--- src/rtl/core/tgc_pkg.sv ---
// Shared constants, types and functions of the tilt gesture lane signal classifier.
`default_nettype none

package tgc_pkg;

   // Depth of the pitch window and the widths that follow from it.
   localparam int WINDOW = 32;
   localparam int IDX_W  = $clog2(WINDOW);
   localparam int CNT_W  = $clog2(WINDOW + 1);

   // Field widths.
   localparam int ANGLE_W    = 13;
   localparam int CENTER_W   = 12;
   localparam int TOL_W      = 11;
   localparam int BAND_W     = 14;
   localparam int LANE_W     = 3;
   localparam int KIND_W     = 2;
   localparam int CODE_W     = 7;
   localparam int CSR_IDX_W  = 1;
   localparam int CSR_DATA_W = 12;

   // Register indexes.
   localparam logic [CSR_IDX_W-1:0] CSR_PITCH_CENTER    = 1'd0;
   localparam logic [CSR_IDX_W-1:0] CSR_PITCH_TOLERANCE = 1'd1;

   // Register reset values.
   localparam logic signed [CENTER_W-1:0] CENTER_RESET = 12'sd1440;
   localparam logic [TOL_W-1:0]           TOL_RESET    = 11'd320;

   // Lane boundaries: 45 and 135 degrees in 1/16 degree.
   localparam logic signed [ANGLE_W-1:0] YAW_Q45  = 13'sd720;
   localparam logic signed [ANGLE_W-1:0] YAW_Q135 = 13'sd2160;

   // Lane numbers.
   localparam logic [LANE_W-1:0] LANE_TOP    = 3'd1;
   localparam logic [LANE_W-1:0] LANE_RIGHT  = 3'd2;
   localparam logic [LANE_W-1:0] LANE_BOTTOM = 3'd3;
   localparam logic [LANE_W-1:0] LANE_LEFT   = 3'd4;

   // Signal kinds.
   localparam logic [KIND_W-1:0] KIND_NONE  = 2'd0;
   localparam logic [KIND_W-1:0] KIND_RED   = 2'd1;
   localparam logic [KIND_W-1:0] KIND_GREEN = 2'd2;

   // Code reported when there is no action (minus one in seven bits).
   localparam logic [CODE_W-1:0] CODE_NONE = 7'h7F;

   // Green needs strictly more than this many samples in each class.
   localparam logic [CNT_W-1:0] GREEN_MIN = CNT_W'(2);

   // Position of one pitch sample relative to the band.
   typedef struct packed {
      logic below;
      logic above;
      logic in_band;
   } tgc_class_type;

   // Access to the window memory, as driven in each cycle.
   typedef struct packed {
      logic                      rd_en;
      logic                      wr_en;
      logic [IDX_W-1:0]          addr;
      logic signed [ANGLE_W-1:0] wr_data;
   } tgc_mem_req_type;

   // Classifies a pitch sample against the band lo..hi. Inside is strict.
   function automatic tgc_class_type classify(
      input logic signed [ANGLE_W-1:0] sample,
      input logic signed [BAND_W-1:0]  lo,
      input logic signed [BAND_W-1:0]  hi
   );
      logic signed [BAND_W-1:0] p;
      tgc_class_type            c;
      p         = BAND_W'(sample);
      c.below   = (p < lo);
      c.above   = (p > hi);
      c.in_band = (p > lo) && (p < hi);
      return c;
   endfunction

endpackage

`default_nettype wire

--- src/rtl/core/tgc_req_if.sv ---
// Input channel of the classifier: one yaw and pitch sample per transfer.
`default_nettype none

interface tgc_req_if;
   logic                                      valid;
   logic                                      ready;
   logic signed [tgc_pkg::ANGLE_W-1:0]        yaw_angle;
   logic signed [tgc_pkg::ANGLE_W-1:0]        pitch_angle;

   modport source (output valid, output yaw_angle, output pitch_angle, input ready);
   modport sink   (input valid, input yaw_angle, input pitch_angle, output ready);
endinterface

`default_nettype wire

--- src/rtl/core/tgc_rsp_if.sv ---
// Result channel of the classifier: lane, signal kind and lane action code.
`default_nettype none

interface tgc_rsp_if;
   logic                                valid;
   logic                                ready;
   logic [tgc_pkg::LANE_W-1:0]          lane_number;
   logic [tgc_pkg::KIND_W-1:0]          signal_kind;
   logic signed [tgc_pkg::CODE_W-1:0]   lane_action_code;

   modport source (output valid, output lane_number, output signal_kind,
                   output lane_action_code, input ready);
   modport sink   (input valid, input lane_number, input signal_kind,
                   input lane_action_code, output ready);
endinterface

`default_nettype wire

--- src/rtl/core/tgc_pitch_window.sv ---
// Circular pitch window memory with per-entry valid bits and registered read.
`default_nettype none

module tgc_pitch_window (
   input  wire logic                                   clock,
   input  wire logic                                   reset,
   input  wire tgc_pkg::tgc_mem_req_type               mem_req,
   output logic signed [tgc_pkg::ANGLE_W-1:0]          rd_data
);

   logic signed [tgc_pkg::ANGLE_W-1:0] mem [tgc_pkg::WINDOW];
   logic [tgc_pkg::WINDOW-1:0]         entry_valid_ff;
   logic signed [tgc_pkg::ANGLE_W-1:0] rd_data_ff;
   logic                               rd_valid_ff;

   // A read in the same cycle as a write to that entry returns the old sample.
   always_ff @(posedge clock) begin
      if (mem_req.rd_en) begin
         rd_data_ff  <= mem[mem_req.addr];
         rd_valid_ff <= entry_valid_ff[mem_req.addr];
      end
      if (mem_req.wr_en) begin
         mem[mem_req.addr] <= mem_req.wr_data;
      end
   end

   // Entries never written since reset read as zero.
   always_ff @(posedge clock) begin
      if (reset) begin
         entry_valid_ff <= '0;
      end else if (mem_req.wr_en) begin
         entry_valid_ff[mem_req.addr] <= 1'b1;
      end
   end

   assign rd_data = rd_valid_ff ? rd_data_ff : '0;

endmodule

`default_nettype wire

--- src/rtl/core/tilt_gesture_lane_signal_classifier.sv ---
// Top level of the tilt gesture lane signal classifier.
`default_nettype none

// The block takes one transfer per clock cycle on req_chan while no scan runs and the
// result side does not stall, and returns exactly one result per sample on rsp_chan
// through the first stage register and the output register. The last WINDOW pitch samples
// live in a circular memory; three running counts (below, above and strictly inside the
// band) are kept in registers. Each accepted sample reads the entry it evicts and writes
// itself in the same cycle; as the sample leaves the first stage the evicted sample
// leaves the counts, the new one enters and the result is formed, so the sustained rate
// of one sample per cycle is set by the single memory port serving one read and one write
// per sample. The counts depend on the band, so after reset and after every register
// write the block scans the whole window to rebuild them, with req_chan.ready low.
// Register writes belong in times when no sample is in flight, and each one restarts the
// scan. Lanes follow the yaw quadrant (top, right, bottom, left); the action is red when
// every windowed pitch lies in the band, bounds included, and green, which wins over red,
// when more than two samples each lie below, above and strictly inside the band.

module tilt_gesture_lane_signal_classifier (
   input  wire logic                                 clock,
   input  wire logic                                 reset,
   tgc_req_if.sink                                   req_chan,
   tgc_rsp_if.source                                 rsp_chan,
   input  wire logic                                 csr_wr_en,
   input  wire logic [tgc_pkg::CSR_IDX_W-1:0]        csr_index,
   input  wire logic [tgc_pkg::CSR_DATA_W-1:0]       csr_wr_data
);

   // Run accepts samples; scan reads the window; drain folds in the last scanned entry.
   typedef enum logic [2:0] {
      ST_RUN   = 3'b001,
      ST_SCAN  = 3'b010,
      ST_DRAIN = 3'b100
   } state_type;

   state_type                                  state_ff, state_in;
   logic [tgc_pkg::IDX_W-1:0]                  scan_idx_ff, scan_idx_in;
   logic                                       scan_acc_ff, scan_acc_in;
   logic [tgc_pkg::IDX_W-1:0]                  wr_ptr_ff, wr_ptr_in;

   logic signed [tgc_pkg::CENTER_W-1:0]        center_ff, center_in;
   logic [tgc_pkg::TOL_W-1:0]                  tol_ff, tol_in;
   logic signed [tgc_pkg::BAND_W-1:0]          band_lo, band_hi;

   logic [tgc_pkg::CNT_W-1:0]                  below_ff, below_in;
   logic [tgc_pkg::CNT_W-1:0]                  above_ff, above_in;
   logic [tgc_pkg::CNT_W-1:0]                  inside_ff, inside_in;
   logic [tgc_pkg::CNT_W-1:0]                  below_upd, above_upd, inside_upd;
   logic [tgc_pkg::CNT_W+1:0]                  count_sum;

   logic                                       s1_valid_ff, s1_valid_in;
   logic signed [tgc_pkg::ANGLE_W-1:0]         s1_pitch_ff;
   logic [tgc_pkg::LANE_W-1:0]                 s1_lane_ff;

   logic                                       rsp_valid_ff, rsp_valid_in;
   logic [tgc_pkg::LANE_W-1:0]                 rsp_lane_ff;
   logic [tgc_pkg::KIND_W-1:0]                 rsp_kind_ff;
   logic [tgc_pkg::CODE_W-1:0]                 rsp_code_ff;

   logic                                       req_ready;
   logic                                       accept;
   logic                                       s1_advance;
   logic                                       s1_fire;
   logic [tgc_pkg::LANE_W-1:0]                 lane;
   logic [tgc_pkg::KIND_W-1:0]                 kind;
   logic [tgc_pkg::CODE_W-1:0]                 code;
   logic [tgc_pkg::CODE_W-1:0]                 lane_tens;
   logic                                       green, red;

   tgc_pkg::tgc_mem_req_type                   mem_req;
   logic signed [tgc_pkg::ANGLE_W-1:0]         rd_data;
   tgc_pkg::tgc_class_type                     new_cls, old_cls;

   // ---------------------------------------------------------------------------------
   // Configuration registers and the band they define. The band edges are exact: a
   // 12-bit centre and an 11-bit tolerance fit in 14 signed bits either way.
   // ---------------------------------------------------------------------------------
   always_comb begin
      center_in = center_ff;
      tol_in    = tol_ff;
      if (csr_wr_en) begin
         unique case (csr_index)
            tgc_pkg::CSR_PITCH_CENTER: begin
               center_in = csr_wr_data[tgc_pkg::CENTER_W-1:0];
            end
            tgc_pkg::CSR_PITCH_TOLERANCE: begin
               tol_in = csr_wr_data[tgc_pkg::TOL_W-1:0];
            end
            default: begin
            end
         endcase
      end
   end

   assign band_lo = tgc_pkg::BAND_W'(center_ff) - $signed(tgc_pkg::BAND_W'(tol_ff));
   assign band_hi = tgc_pkg::BAND_W'(center_ff) + $signed(tgc_pkg::BAND_W'(tol_ff));

   // ---------------------------------------------------------------------------------
   // Handshake. A sample is taken when no scan is running and the first stage is free
   // or moves on in this cycle; whether it moves on follows rsp_chan.ready combinationally.
   // ---------------------------------------------------------------------------------
   assign s1_advance     = !rsp_valid_ff || rsp_chan.ready;
   assign s1_fire        = s1_valid_ff && s1_advance;
   assign req_ready      = (state_ff == ST_RUN) && (!s1_valid_ff || s1_advance);
   assign req_chan.ready = req_ready;
   assign accept         = req_chan.valid && req_ready;

   // Lane from the yaw quadrant.
   always_comb begin
      if (req_chan.yaw_angle >= -tgc_pkg::YAW_Q45 && req_chan.yaw_angle < tgc_pkg::YAW_Q45) begin
         lane = tgc_pkg::LANE_TOP;
      end else if (req_chan.yaw_angle >= tgc_pkg::YAW_Q45 &&
                   req_chan.yaw_angle < tgc_pkg::YAW_Q135) begin
         lane = tgc_pkg::LANE_RIGHT;
      end else if (req_chan.yaw_angle >= tgc_pkg::YAW_Q135 ||
                   req_chan.yaw_angle < -tgc_pkg::YAW_Q135) begin
         lane = tgc_pkg::LANE_BOTTOM;
      end else begin
         lane = tgc_pkg::LANE_LEFT;
      end
   end

   // ---------------------------------------------------------------------------------
   // Window memory. An accepted sample reads out the entry it replaces and overwrites
   // it in the same cycle; during a scan the memory is read one entry per cycle.
   // ---------------------------------------------------------------------------------
   always_comb begin
      mem_req.rd_en   = accept || (state_ff == ST_SCAN);
      mem_req.wr_en   = accept;
      mem_req.addr    = accept ? wr_ptr_ff : scan_idx_ff;
      mem_req.wr_data = req_chan.pitch_angle;
   end

   tgc_pitch_window u_window (
      .clock   (clock),
      .reset   (reset),
      .mem_req (mem_req),
      .rd_data (rd_data)
   );

   assign wr_ptr_in = !accept ? wr_ptr_ff :
                      (wr_ptr_ff == tgc_pkg::IDX_W'(tgc_pkg::WINDOW - 1)) ? '0 :
                      wr_ptr_ff + 1'b1;

   // ---------------------------------------------------------------------------------
   // Scan sequencer. Reset and every register write restart it with cleared counts.
   // ---------------------------------------------------------------------------------
   always_comb begin
      state_in    = state_ff;
      scan_idx_in = scan_idx_ff;
      scan_acc_in = (state_ff == ST_SCAN);
      unique case (state_ff)
         ST_RUN: begin
         end
         ST_SCAN: begin
            scan_idx_in = scan_idx_ff + 1'b1;
            if (scan_idx_ff == tgc_pkg::IDX_W'(tgc_pkg::WINDOW - 1)) begin
               scan_idx_in = '0;
               state_in    = ST_DRAIN;
            end
         end
         ST_DRAIN: begin
            state_in = ST_RUN;
         end
         default: begin
            state_in = ST_SCAN;
         end
      endcase
      if (csr_wr_en) begin
         state_in    = ST_SCAN;
         scan_idx_in = '0;
         scan_acc_in = 1'b0;
      end
   end

   // ---------------------------------------------------------------------------------
   // Running counts. The evicted sample is what the memory read out at acceptance;
   // in a scan the same read data is the entry being counted.
   // ---------------------------------------------------------------------------------
   assign new_cls = tgc_pkg::classify(s1_pitch_ff, band_lo, band_hi);
   assign old_cls = tgc_pkg::classify(rd_data, band_lo, band_hi);

   assign below_upd  = below_ff  + tgc_pkg::CNT_W'(new_cls.below)  -
                       tgc_pkg::CNT_W'(old_cls.below);
   assign above_upd  = above_ff  + tgc_pkg::CNT_W'(new_cls.above)  -
                       tgc_pkg::CNT_W'(old_cls.above);
   assign inside_upd = inside_ff + tgc_pkg::CNT_W'(new_cls.in_band) -
                       tgc_pkg::CNT_W'(old_cls.in_band);

   always_comb begin
      below_in  = below_ff;
      above_in  = above_ff;
      inside_in = inside_ff;
      if (csr_wr_en) begin
         below_in  = '0;
         above_in  = '0;
         inside_in = '0;
      end else if (scan_acc_ff) begin
         below_in  = below_ff  + tgc_pkg::CNT_W'(old_cls.below);
         above_in  = above_ff  + tgc_pkg::CNT_W'(old_cls.above);
         inside_in = inside_ff + tgc_pkg::CNT_W'(old_cls.in_band);
      end else if (s1_fire) begin
         below_in  = below_upd;
         above_in  = above_upd;
         inside_in = inside_upd;
      end
   end

   // ---------------------------------------------------------------------------------
   // Result. Green wins over red; the code is lane times ten plus one for green.
   // ---------------------------------------------------------------------------------
   assign green = (below_upd > tgc_pkg::GREEN_MIN) && (above_upd > tgc_pkg::GREEN_MIN) &&
                  (inside_upd > tgc_pkg::GREEN_MIN);
   assign red   = (below_upd == '0) && (above_upd == '0);

   assign lane_tens = tgc_pkg::CODE_W'({s1_lane_ff, 3'b000}) +
                      tgc_pkg::CODE_W'({s1_lane_ff, 1'b0});

   always_comb begin
      if (green) begin
         kind = tgc_pkg::KIND_GREEN;
         code = lane_tens + tgc_pkg::CODE_W'(1);
      end else if (red) begin
         kind = tgc_pkg::KIND_RED;
         code = lane_tens;
      end else begin
         kind = tgc_pkg::KIND_NONE;
         code = tgc_pkg::CODE_NONE;
      end
   end

   assign s1_valid_in  = accept ? 1'b1 : (s1_fire ? 1'b0 : s1_valid_ff);
   assign rsp_valid_in = s1_fire ? 1'b1 : (rsp_chan.ready ? 1'b0 : rsp_valid_ff);

   // ---------------------------------------------------------------------------------
   // Registers.
   // ---------------------------------------------------------------------------------
   always_ff @(posedge clock) begin
      if (reset) begin
         state_ff     <= ST_SCAN;
         scan_idx_ff  <= '0;
         scan_acc_ff  <= 1'b0;
         wr_ptr_ff    <= '0;
         center_ff    <= tgc_pkg::CENTER_RESET;
         tol_ff       <= tgc_pkg::TOL_RESET;
         below_ff     <= '0;
         above_ff     <= '0;
         inside_ff    <= '0;
         s1_valid_ff  <= 1'b0;
         rsp_valid_ff <= 1'b0;
      end else begin
         state_ff     <= state_in;
         scan_idx_ff  <= scan_idx_in;
         scan_acc_ff  <= scan_acc_in;
         wr_ptr_ff    <= wr_ptr_in;
         center_ff    <= center_in;
         tol_ff       <= tol_in;
         below_ff     <= below_in;
         above_ff     <= above_in;
         inside_ff    <= inside_in;
         s1_valid_ff  <= s1_valid_in;
         rsp_valid_ff <= rsp_valid_in;
      end
   end

   always_ff @(posedge clock) begin
      if (accept) begin
         s1_pitch_ff <= req_chan.pitch_angle;
         s1_lane_ff  <= lane;
      end
      if (s1_fire) begin
         rsp_lane_ff <= s1_lane_ff;
         rsp_kind_ff <= kind;
         rsp_code_ff <= code;
      end
   end

   assign rsp_chan.valid            = rsp_valid_ff;
   assign rsp_chan.lane_number      = rsp_lane_ff;
   assign rsp_chan.signal_kind      = rsp_kind_ff;
   assign rsp_chan.lane_action_code = $signed(rsp_code_ff);

   // ---------------------------------------------------------------------------------
   // Assertions.
   // ---------------------------------------------------------------------------------
   assign count_sum = (tgc_pkg::CNT_W + 2)'(below_ff) + (tgc_pkg::CNT_W + 2)'(above_ff) +
                      (tgc_pkg::CNT_W + 2)'(inside_ff);

   // The three classes are disjoint, so together they never exceed the window depth.
   a_count_bound: assert property (@(posedge clock) disable iff (reset)
      count_sum <= (tgc_pkg::CNT_W + 2)'(tgc_pkg::WINDOW))
      else $error("running counts exceed the window depth");

   // A register write starts a rescan, so no sample is taken in the following cycle.
   a_write_blocks: assert property (@(posedge clock) disable iff (reset)
      csr_wr_en |=> !req_chan.ready)
      else $error("sample accepted straight after a register write");

   // Every accepted sample occupies the first stage in the next cycle.
   a_accept_to_s1: assert property (@(posedge clock) disable iff (reset)
      accept |=> s1_valid_ff)
      else $error("accepted sample lost before the first stage");

   // A sample leaving the first stage always lands in the output register.
   a_s1_to_rsp: assert property (@(posedge clock) disable iff (reset)
      s1_fire |=> rsp_chan.valid)
      else $error("result lost between the first stage and the output");

   // The first stage holds no sample while the window is being rescanned.
   a_scan_empty: assert property (@(posedge clock) disable iff (reset)
      (state_ff == ST_SCAN && !$past(csr_wr_en)) |-> !s1_valid_ff)
      else $error("sample in flight during a window scan");

endmodule

`default_nettype wire

--- src/flat_wrapper.sv ---
// flat-port wrapper written by rule: the top's interface ports become plain ports
module tilt_gesture_lane_signal_classifier_flat 
  (clock, reset, csr_wr_en, csr_index, csr_wr_data, req_chan_valid, req_chan_yaw_angle, req_chan_pitch_angle, req_chan_ready, rsp_chan_valid, rsp_chan_lane_number, rsp_chan_signal_kind, rsp_chan_lane_action_code, rsp_chan_ready);
  tgc_req_if req_chan_i ();
  tgc_rsp_if rsp_chan_i ();
  input  wire logic clock;
  input  wire logic reset;
  input  wire logic csr_wr_en;
  input  wire logic [tgc_pkg::CSR_IDX_W-1:0] csr_index;
  input  wire logic [tgc_pkg::CSR_DATA_W-1:0] csr_wr_data;
  input wire logic [$bits(req_chan_i.valid)-1:0] req_chan_valid;
  input wire logic [$bits(req_chan_i.yaw_angle)-1:0] req_chan_yaw_angle;
  input wire logic [$bits(req_chan_i.pitch_angle)-1:0] req_chan_pitch_angle;
  output wire logic [$bits(req_chan_i.ready)-1:0] req_chan_ready;
  output wire logic [$bits(rsp_chan_i.valid)-1:0] rsp_chan_valid;
  output wire logic [$bits(rsp_chan_i.lane_number)-1:0] rsp_chan_lane_number;
  output wire logic [$bits(rsp_chan_i.signal_kind)-1:0] rsp_chan_signal_kind;
  output wire logic [$bits(rsp_chan_i.lane_action_code)-1:0] rsp_chan_lane_action_code;
  input wire logic [$bits(rsp_chan_i.ready)-1:0] rsp_chan_ready;
  assign req_chan_i.valid = req_chan_valid;
  assign req_chan_i.yaw_angle = req_chan_yaw_angle;
  assign req_chan_i.pitch_angle = req_chan_pitch_angle;
  assign req_chan_ready = req_chan_i.ready;
  assign rsp_chan_valid = rsp_chan_i.valid;
  assign rsp_chan_lane_number = rsp_chan_i.lane_number;
  assign rsp_chan_signal_kind = rsp_chan_i.signal_kind;
  assign rsp_chan_lane_action_code = rsp_chan_i.lane_action_code;
  assign rsp_chan_i.ready = rsp_chan_ready;
  tilt_gesture_lane_signal_classifier u_core (.clock(clock), .reset(reset), .req_chan(req_chan_i), .rsp_chan(rsp_chan_i), .csr_wr_en(csr_wr_en), .csr_index(csr_index), .csr_wr_data(csr_wr_data));
endmodule
--- config.mk ---
export PLATFORM = sky130hd
export DESIGN_NAME = tilt_gesture_lane_signal_classifier_flat
export DESIGN_NICKNAME = d
export VERILOG_FILES = /design/src/rtl/core/tgc_pkg.sv /design/src/rtl/core/tgc_req_if.sv /design/src/rtl/core/tgc_rsp_if.sv /design/src/rtl/core/tgc_pitch_window.sv /design/src/rtl/core/tilt_gesture_lane_signal_classifier.sv /design/src/flat_wrapper.sv
export SDC_FILE = /design/constraint.sdc
export NUM_CORES = 1
export LEC_CHECK = 0
export BUFFER_PORTS_ARGS = -buffer_cell sky130_fd_sc_hd__buf_2
export CORE_MARGIN = 4
export CORE_UTILIZATION = 52
export CTS_CLUSTER_SIZE = 25
export DETAILED_ROUTE_END_ITERATION = 10
export MAX_ROUTING_LAYER = met4
export PLACE_DENSITY = 0.65
export SLEW_MARGIN = 5
export SYNTH_ARGS = -nofsm -noshare
export SYNTH_HDL_FRONTEND = slang
export SYNTH_HIERARCHICAL = 1
export SYNTH_SLANG_ARGS = --single-unit
--- constraint.sdc ---
create_clock -name clock -period 6.7 [get_ports clock]
set_input_delay 0.67 -clock clock [delete_from_list [all_inputs] [get_ports clock]]
set_output_delay 0.67 -clock clock [all_outputs]
set_load 0.01 [all_outputs]
==> impl_metrics.json, run 1 <==
{
  "crit_required_ps": 7030,
  "max_slew.worst_pin.slew_ps": 1169,
  "final_cell_mix": "458 x edfxtp_1, 229 x mux2i_1, 154 x nor2_1",
  "grt_pass1_vias": 14440,
  "path_class": "register to register",
  "synth_mux_area_frac": 0.09323,
  "slew_headroom": 0.2193,
  "track_usage": 0.2189,
  "synth_edf_count": 458,
  "drtPass1Iterations": 5,
  "post-route-drc-count": 0,
  "hp-start": "csr_wr_data[8]",
  "core_mm2": 0.04665,
  "num_vias": 14960,
  "dr.first_iter.drc_count": 1080,
  "diodes": 0,
  "crit_family": "adder cells",
  "async_flop_share": 0,
  "drv_cap": 0,
  "hold_viol": 0,
  "power_density_mw_per_mm2": 257.9,
  "ioPinCount": 58,
  "place.gp.congestion": 0.8677,
  "grt_max_degree": 106,
  "tritoncts": "yes",
  "synth_top_family_by_area": "simple AND/OR/NAND/NOR gates",
  "yosysWarnings": 6,
  "rows": 79,
  "status": "finished, final reports clean",
  "ys_top_cells_by_area": "edfxtp_1 56%, mux2i_1 9.3%, dfxtp_1 7.2%, ha_1 5.0%, o22ai_1 2.9%",
  "syn_nets": 1996,
  "synth_top_area_share": 0.5594,
  "hold_ws_ps": 299.7,
  "r2r_slack_ps": 380,
  "synth_xor_area_frac": 0.01567,
  "critPathCaptureType": "register",
  "fin_crit_ps": 6322,
  "start_util": 0.5270,
  "cp_common_cell": "inv_1",
  "die_y_um": 225.4,
  "place_hpwl_mm": 35.14,
  "max_stage_delay_ps": 400,
  "routed_wl_mm": 54.48,
  "fin_skew_ps": 22.11,
  "die_area_mm2": 0.05083,
  "antenna_found_initial": 0,
  "arrival_ps": 6650,
  "htree_num_levels": 2,
  "setup-violations-final": 0,
  "portBuffers": 53,
  "synth_cell_types": 82,
  "p_leak_nw": 9.300,
  "rr_worst_depth": 30,
  "whs_path_depth": 3,
  "ant_nets": 0,
  "layout.cells.non_filler": 2584,
  "cts_buffers": 55,
  "routedWlPerCell_um": 21.08,
  "ys_seq_elements": 547,
  "grt_pass1_wl_mm": 83.41,
  "place_area_mm2": 0.02565,
  "worst-path-buf-inv": 4,
  "stdcell_area_mm2": 0.02747,
  "area_growth_pct": 11.72,
  "netlist_instances": 1848,
  "peakVddDrop_mv": 0.1716,
  "yosys.area_share.simple": 0.09521,
  "finalCritPeriodShare": 0.9436,
  "fin_nets": 2080,
  "fmax_mhz": 158.2,
  "cpMaxStageDelayCell": "o31ai_4",
  "hold_path_end": "u_core/tol_ff[8]",
  "cts_root_buf": "clkbuf_16",
  "dp.cells": 2478,
  "synthAdderAreaFrac": 0.05654,
  "synth_flop_cell": "edfxtp_1",
  "post_drt_via_cell_ratio": 5.789,
  "die_x_um": 225.4,
  "reg2reg_to": "u_core/rsp_chan.lane_action_code[2]",
  "slew_viol_final": 0,
  "syn_area_per_cell_um2": 13.30,
  "layout-drive-gt1-share": 0.1219,
  "cp-start-kind": "register",
  "clk_latency_ps": 600,
  "critPathMaxFanout": 7,
  "syn_area_mm2": 0.02459,
  "synth-compound-area-share": 0.08000,
  "final_common_cell": "edfxtp_1",
  "grt_overflow": 0,
  "yosysTopAreaCell": "edfxtp_1",
  "worstReg2RegStart": "u_core/tol_ff[2]",
  "cts.sinks": 547,
  "cts.clk_slew.worst_paths_ps": 60,
  "cts_buffer_depth": 3,
  "worstHoldPathType": "input pin to register",
  "ys_seq_area_frac": 0.6318
}
[synthesized netlist by cell type (18+ instances only)]
library cell and n:
edfxtp_1 458, mux2i_1 229, nor2_1 155, o22ai_1 114, nand2_1 112, ha_1 99, dfxtp_1 89, a21oi_1 81
inv_1 60, buf_2 43, xnor2_1 41, o21ai_0 37, nor4_1 33, clkbuf_1 30, and2_1 20, nand3_1 18
[sequential cells by signal, indices dropped and copies added (netlist names), 7 cells and up]
register                          cells
u_core/s1_pitch_ff                   13
u_core/u_window/mem                 416
u_core/tol_ff                        11
u_core/u_window/rd_data_ff           13
u_core/u_window/entry_valid_ff       32
u_core/rsp_chan.lane_action_code      7
u_core/center_ff                     12
[layer usage]
layer  track usage  share of wire  wire length (um)
met1        0.3065           0.46             24880
met2        0.3371           0.47             25530
met5             -              0                 0
met4       0.06837          0.029              1587
met3       0.02931          0.046              2485
[worst register-to-register path: cells and delay by family (launching register included)]
kind            cells  cell delay [ps]
simple gates        6              740
xor+xnor            2              390
fa+ha+maj           8             2550
compound gates     10             1790
flops               1              350
buf+inv             4              220
[how the worst max path moves through the flow]
stage                     cells after the start                                  end  slack, ps                 from
after floorplan                              30  u_core/rsp_chan.lane_action_code[1]        740     u_core/tol_ff[1]
after global placement                       29  u_core/rsp_chan.lane_action_code[2]          7  u_core/center_ff[0]
after detailed placement                     29  u_core/rsp_chan.lane_action_code[2]       -170  u_core/center_ff[0]
after CTS                                    29  u_core/rsp_chan.lane_action_code[2]          7  u_core/center_ff[0]
after global routing                         26  u_core/rsp_chan.lane_action_code[5]        -80     u_core/tol_ff[2]
final                                        30  u_core/rsp_chan.lane_action_code[2]        380     u_core/tol_ff[2]
[area by class of cell]
cell class                      count  area [um^2]
Clock buffer                       74         1498
Fill cell                        3730        19190
Multi-Input combinational cell   1152         8516
Timing Repair Buffer              113        740.7
Inverter                           63        236.5
Sequential cell                   547        15540
Clock inverter                     28        181.4
Tap cell                          607        759.5
[power breakdown]
| part | total (W) | internal [W] | switching (W) | leakage (nW) |
|---|---|---|---|---|
| registers | 0.00371 | 0.00370 | 0.0000129 | 4.86 |
| clock network | 0.00285 | 0.00160 | 0.00125 | 0.838 |
| logic | 0.000521 | 0.000204 | 0.000317 | 3.61 |
[what timing repair did]
| action | 4_1_cts | 5_1_grt |
|---|---|---|
| endpoints found under the setup margin | 6 | 10 |
| hold buffers | 0 | 0 |
| setup buffers | 0 | 4 |
| hold endpoints to repair | 0 | 0 |
| resized for setup | 3 | 21 |
| pin swaps | 0 | 12 |
[cells by family (layout without fill, tap and decap cells)]
kind of cell,after synthesis,after routing
flip-flops,547,547
AND/OR/NAND/NOR,461,461
AO/OA/AOI/OAI,309,309
multiplexers,229,229
buffers and inverters,149,278
adder cells (fa/ha/maj),109,109
XOR/XNOR,44,44
[stage by stage]
step                setup TNS, ps  setup slack, ps  power, W    util
floorplan                       0            740.1  0.004111       -
global placement                0            6.667  0.004259  0.5497
detailed placement         -876.8           -166.9  0.004273  0.5497
CTS                             0            7.240  0.007136  0.5859
global route               -450.7           -79.59  0.007356  0.5888
finish                          0            377.8  0.007083  0.5888
Power figures use the tool's default switching activity.
==> inputs of run 2 (changes only) <==
--- a/config.mk
+++ b/config.mk
@@ -12,6 +12,7 @@
 export DETAILED_ROUTE_END_ITERATION = 10
 export MAX_ROUTING_LAYER = met4
 export PLACE_DENSITY = 0.65
+export RECOVER_POWER = 25
 export SLEW_MARGIN = 5
 export SYNTH_ARGS = -nofsm -noshare
 export SYNTH_HDL_FRONTEND = slang
==> run 2 against run 1 <==
The run now ends with max-capacitance violations, max-slew violations left. Non-clock buffer count stayed put. Global-route usage stayed put. Combinational power hardly changed. Clock power hardly changed. Core utilization hardly changed. Via count hardly changed. Sequential power hardly changed. Flip-flop and latch count stayed put. Register-to-register slack hardly changed. Total power hardly changed. First-iteration DRC count is 0.37% higher. Critical path type unchanged. Highest routed layer unchanged.
==> impl_metrics.json, run 2 (synthesis gave the netlist of run 1 again) <==
{
  "status": "complete, but fails checks",
  "violations": "max-capacitance violations, max-slew violations",
  "die_area_mm2": 0.05083,
  "p_sw_w": 0.001576,
  "area_growth_pct": 11.67,
  "slew_headroom": -0.1427,
  "portBuffers": 53,
  "start_util": 0.5270,
  "slew_viol_final": 340,
  "critPathCaptureType": "register",
  "dr.first_iter.drc_count": 1084,
  "p_leak_nw": 9.272,
  "core_mm2": 0.04665,
  "power_frac_seq": 0.524,
  "tritoncts": "yes",
  "critPathMaxFanout": 7,
  "setup-violations-final": 0,
  "crit_required_ps": 7030,
  "fillers": 3729,
  "hold_ws_ps": 299.8,
  "post-route-drc-count": 0,
  "rows": 79,
  "finalCritPeriodShare": 0.9446,
  "grt_pass1_vias": 14440,
  "cts_root_buf": "clkbuf_16",
  "fin_nets": 2080,
  "fin_crit_ps": 6329,
  "max_slew.worst_pin.slew_ps": 1714,
  "grt_overflow": 0,
  "power_frac_comb": 0.073,
  "max_stage_delay_ps": 400,
  "num_vias": 14970,
  "cp-start-kind": "register",
  "die_y_um": 225.4,
  "final_common_cell": "edfxtp_1",
  "cts_buffers": 55,
  "arrival_ps": 6660,
  "cts.clk_slew.worst_paths_ps": 60,
  "routedWlPerCell_um": 21.06,
  "grt_max_degree": 106,
  "cts.sinks": 547,
  "ioPinCount": 58,
  "worstHoldPathType": "input pin to register",
  "clkPwrFrac": 0.403,
  "cpMaxStageDelayCell": "o31ai_4",
  "hold_viol": 0,
  "final_core_util": 0.5885,
  "track_usage": 0.2189,
  "grt_pass1_wl_mm": 83.41,
  "post_drt_via_cell_ratio": 5.794,
  "multi_input_area_mm2": 0.008516,
  "clk_latency_ps": 600,
  "peakVddDrop_mv": 0.1715,
  "cp_common_cell": "inv_1",
  "antenna_found_initial": 0,
  "max_flop_register": "u_core/u_window/mem",
  "fin_skew_ps": 23.07,
  "die_x_um": 225.4,
  "drtPass1Iterations": 5,
  "diodes": 0,
  "htree_num_levels": 2,
  "p_sw_frac": 0.2225,
  "place.gp.congestion": 0.8677,
  "final_cell_mix": "458 x edfxtp_1, 229 x mux2i_1, 154 x nor2_1",
  "regArea_mm2": 0.01554,
  "largest_reg_flops": 416,
  "ant_nets": 0,
  "fmax_mhz": 158.0,
  "p_int_w": 0.005506,
  "layout-drive-gt1-share": 0.1168,
  "cts_buffer_depth": 3,
  "place_hpwl_mm": 35.14,
  "largestRegisters": "u_core/u_window/mem (416), u_core/u_window/entry_valid_ff (32)",
  "power_density_mw_per_mm2": 257.9,
  "routed_wl_mm": 54.41,
  "path_class": "register to register",
  "drv_cap": 10
}
==> run 2: cell count changes in the layout (fill, tap and decap cells not counted), sizes merged <==
cell    before  now
buf        113  103
clkbuf      74   84
==> run 2: stage by stage <==
| step | instances | setup TNS [ps] | cell area, um^2 | total power [W] | setup WS (ps) |
|---|---|---|---|---|---|
| after global routing | 2584 | -450.7 | 27460 | 0.007357 | -79.59 |
| after CTS | 2580 | 0 | 27340 | 0.007136 | 7.240 |
| after detailed placement | 2478 | -876.8 | 25650 | 0.004273 | -166.9 |
| after floorplan | 1848 | 0 | 24590 | 0.004111 | 740.1 |
| after global placement | 2478 | 0 | 25650 | 0.004259 | 6.667 |
| final | 2584 | 0 | 27460 | 0.007082 | 370.9 |
==> run 2: layer usage <==
metal	share of wire	vias up	track usage
li1	-	7136	-
met1	0.45	7390	0.3065
met2	0.47	360	0.3371
met3	0.049	85	0.02931
met4	0.029	0	0.06837
met5	0	-	-
==> run 2: power groups by stage <==
stage | Combinational [W] | Sequential (W) | Clock, W
2_1_floorplan | 0.000336 | 0.00378 | 0
3_3_place_gp | 0.000478 | 0.00378 | 0
3_5_place_dp | 0.000492 | 0.00378 | 0
4_1_cts | 0.000497 | 0.00371 | 0.00293
5_1_grt | 0.000576 | 0.00371 | 0.00307
6_report | 0.000519 | 0.00371 | 0.00285
==> run 2: cell type report <==
cell class / instances / area share
Multi-Input combinational cell: 1152 / 0.3102
Clock inverter: 28 / 0.006608
Sequential cell: 547 / 0.5659
Clock buffer: 74 / 0.05455
Tap cell: 607 / 0.02766
Inverter: 63 / 0.008613
Timing Repair Buffer: 113 / 0.02652
==> run 2: final timing paths <==
kind	cells past startpoint	to	slack (ps)	startpoint
max	30	u_core/rsp_chan.lane_action_code[2]	370	u_core/tol_ff[2]
min	3	u_core/tol_ff[8]	300	csr_wr_data[8]
max reg2reg	30	u_core/rsp_chan.lane_action_code[2]	370	u_core/tol_ff[2]
min reg2reg	1	u_core/state_ff[0]	460	u_core/state_ff[1]
==> run 2: worst max-delay path, delay by kind of cell, from the launching register on <==
family	cells	cell delay [ps]
adder cells (fa/ha/maj)	8	2550
AO/OA/AOI/OAI	10	1790
AND/OR/NAND/NOR	6	740
XOR/XNOR	2	390
flip-flops	1	350
buffers and inverters	4	220
==> run 2: repair_timing <==
action / in CTS / in global routing
pin swaps: 0 / 12
hold buffers: 0 / 0
buffers inserted: 0 / 4
endpoints found under the setup margin: 6 / 10
resized for setup: 3 / 21
gates cloned: 0 / 0
==> inputs of run 3 (changes only) <==
--- a/config.mk
+++ b/config.mk
@@ -6,8 +6,10 @@
 export NUM_CORES = 1
 export LEC_CHECK = 0
 export BUFFER_PORTS_ARGS = -buffer_cell sky130_fd_sc_hd__buf_2
+export CORE_ASPECT_RATIO = 1.4
 export CORE_MARGIN = 4
 export CORE_UTILIZATION = 52
+export CTS_BUF_LIST = sky130_fd_sc_hd__clkbuf_16
 export CTS_CLUSTER_SIZE = 25
 export DETAILED_ROUTE_END_ITERATION = 10
 export MAX_ROUTING_LAYER = met4
==> run 3 against run 2 <==
The flow still finishes with violations (max-capacitance violations, max-slew violations). Register-to-register slack worse by 110 ps. Final cell count up 0.15%. Routed wire length rose by 8.7%. Clock-buffer cell count down 21. Critical path depth did not move. Via count is 0.13% higher. Clock skew fell by 5.4 ps.
==> impl_metrics.json, run 3 (synthesis gave the netlist of run 1 again) <==
{
  "critPathCaptureType": "register",
  "cts_root_buf": "clkbuf_16",
  "layout-drive-gt1-share": 0.1130,
  "cp-start-kind": "register",
  "place.gp.congestion": 0.8747,
  "start_util": 0.5239,
  "ant_nets": 0,
  "peakVddDrop_mv": 0.2222,
  "max_flop_register": "u_core/u_window/mem",
  "fin_nets": 2068,
  "path_class": "register to register",
  "fin_skew_ps": 17.65,
  "arrival_ps": 6780,
  "critPathMaxFanout": 7,
  "fillers": 3709,
  "cts.clk_slew.worst_paths_ps": 60,
  "cts.sinks": 547,
  "clk_latency_ps": 600,
  "cts_buffer_depth": 3,
  "die_area_mm2": 0.05088,
  "hold_viol": 0,
  "violations": "max-capacitance violations, max-slew violations",
  "rows": 94,
  "crit_required_ps": 7040,
  "diodes": 0,
  "fin_crit_ps": 6437,
  "largestRegisters": "u_core/u_window/mem (416), u_core/u_window/entry_valid_ff (32)",
  "drtPass1Iterations": 8,
  "post-route-drc-count": 0,
  "routedWlPerCell_um": 22.85,
  "p_leak_nw": 9.265,
  "slew_viol_final": 340,
  "area_growth_pct": 11.59,
  "cts_buffers": 52,
  "portBuffers": 53,
  "num_vias": 14990,
  "fmax_mhz": 155.4,
  "tritoncts": "yes",
  "grt_pass1_vias": 14900,
  "ctsHoldBuffers": 0,
  "status": "complete, but fails checks",
  "grt_overflow": 0,
  "finalCritPeriodShare": 0.9607,
  "grt_pass1_wl_mm": 88.78,
  "slew_headroom": -0.1694,
  "worstReg2RegStart": "u_core/tol_ff[2]",
  "drv_cap": 10,
  "worstHoldPathType": "input pin to register",
  "hold_ws_ps": 316.4,
  "rsz0062_at_grt": "false",
  "final_cell_mix": "458 x edfxtp_1, 229 x mux2i_1, 152 x nor2_1",
  "max_slew.worst_pin.slew_ps": 1754,
  "power_density_mw_per_mm2": 264.2,
  "cpMaxStageDelayCell": "maj3_1",
  "htree_num_levels": 2,
  "post_drt_via_cell_ratio": 5.792,
  "grt_max_degree": 65,
  "max_stage_delay_ps": 400,
  "dr.first_iter.drc_count": 1001,
  "die_x_um": 191.8,
  "core_mm2": 0.04693,
  "r2r_slack_ps": 260,
  "hp-start": "csr_wr_data[10]",
  "track_usage": 0.2377,
  "ioPinCount": 58,
  "layout.cells.non_filler": 2588,
  "final_core_util": 0.5847,
  "routed_wl_mm": 59.13,
  "die_y_um": 265.3,
  "final_common_cell": "edfxtp_1",
  "largest_reg_flops": 416,
  "antenna_found_initial": 0,
  "setup-violations-final": 0,
  "crit_start": "u_core/tol_ff[2]",
  "dp.cells": 2487,
  "place_hpwl_mm": 38.68
}
-- run 3: cell types whose count changed in the layout (fill, tap and decap cells not counted), moves of 3 or more --
cell and delta:
clkbuf_1 -14, bufinv_16 +7, inv_1 +5, buf_4 -7, clkbuf_8 -5, clkinv_2 -3
inv_6 +4
-- run 3: metrics by stage --
step / power, W / TNS, ps / instance area, um^2 / worst slack, ps
2_1_floorplan: 0.004111 / 0 / 24590 / 740.1
3_3_place_gp: 0.004267 / -196.5 / 25590 / -37.66
3_5_place_dp: 0.004278 / -948.7 / 25590 / -183.1
4_1_cts: 0.007309 / 0 / 27370 / 19.80
5_1_grt: 0.007511 / 0 / 27440 / 2.609
6_report: 0.007250 / 0 / 27440 / 263.4
-- run 3: layout make-up --
| cell class | instances | area [um^2] | area share |
|---|---|---|---|
| Clock buffer | 53 | 1326 | 0.04834 |
| Sequential cell | 547 | 15540 | 0.5662 |
| Multi-Input combinational cell | 1152 | 8477 | 0.3090 |
| Clock inverter | 45 | 445.4 | 0.01623 |
| Timing Repair Buffer | 104 | 635.6 | 0.02317 |
| Tap cell | 624 | 780.7 | 0.02846 |
| Inverter | 63 | 236.5 | 0.008619 |
-- run 3: layer usage --
| layer | up-vias | part of all wire | track usage |
|---|---|---|---|
| met2 | 335 | 0.53 | 0.4224 |
| met5 | - | 0 | - |
| li1 | 7106 | - | - |
| met3 | 113 | 0.039 | 0.03295 |
| met1 | 7436 | 0.38 | 0.2692 |
| met4 | 0 | 0.045 | 0.09672 |
-- run 3: worst max-delay path, delay by kind of cell, from the launching register on --
kind	cells	cell delay, ps
xor gates and xnor gates	2	320
buffers and inverters	5	420
DFF	1	350
adders and majority gates	8	2530
and+or+nand+nor	6	1100
AOI/OAI and AO/OA	9	1470
-- run 3: repair_timing --
item / 4_1_cts / 5_1_grt
pin swaps: 0 / 8
resized for setup: 3 / 12
endpoints found under the setup margin: 6 / 9
hold endpoints to repair: 0 / 0
buffers inserted: 0 / 3
-- run 3: report_power, final --
group | switching, W | internal, W
registers | 0.0000136 | 0.00370
clock network | 0.00127 | 0.00176
logic | 0.000315 | 0.000197
-- run 3: path summary, 6_finish.rpt --
kind	end	cells after the start
hold / removal	u_core/center_ff[10]	3
hold reg to reg	u_core/state_ff[0]	1
setup reg to reg	u_core/rsp_chan.lane_action_code[1]	30
setup / recovery	u_core/rsp_chan.lane_action_code[1]	30
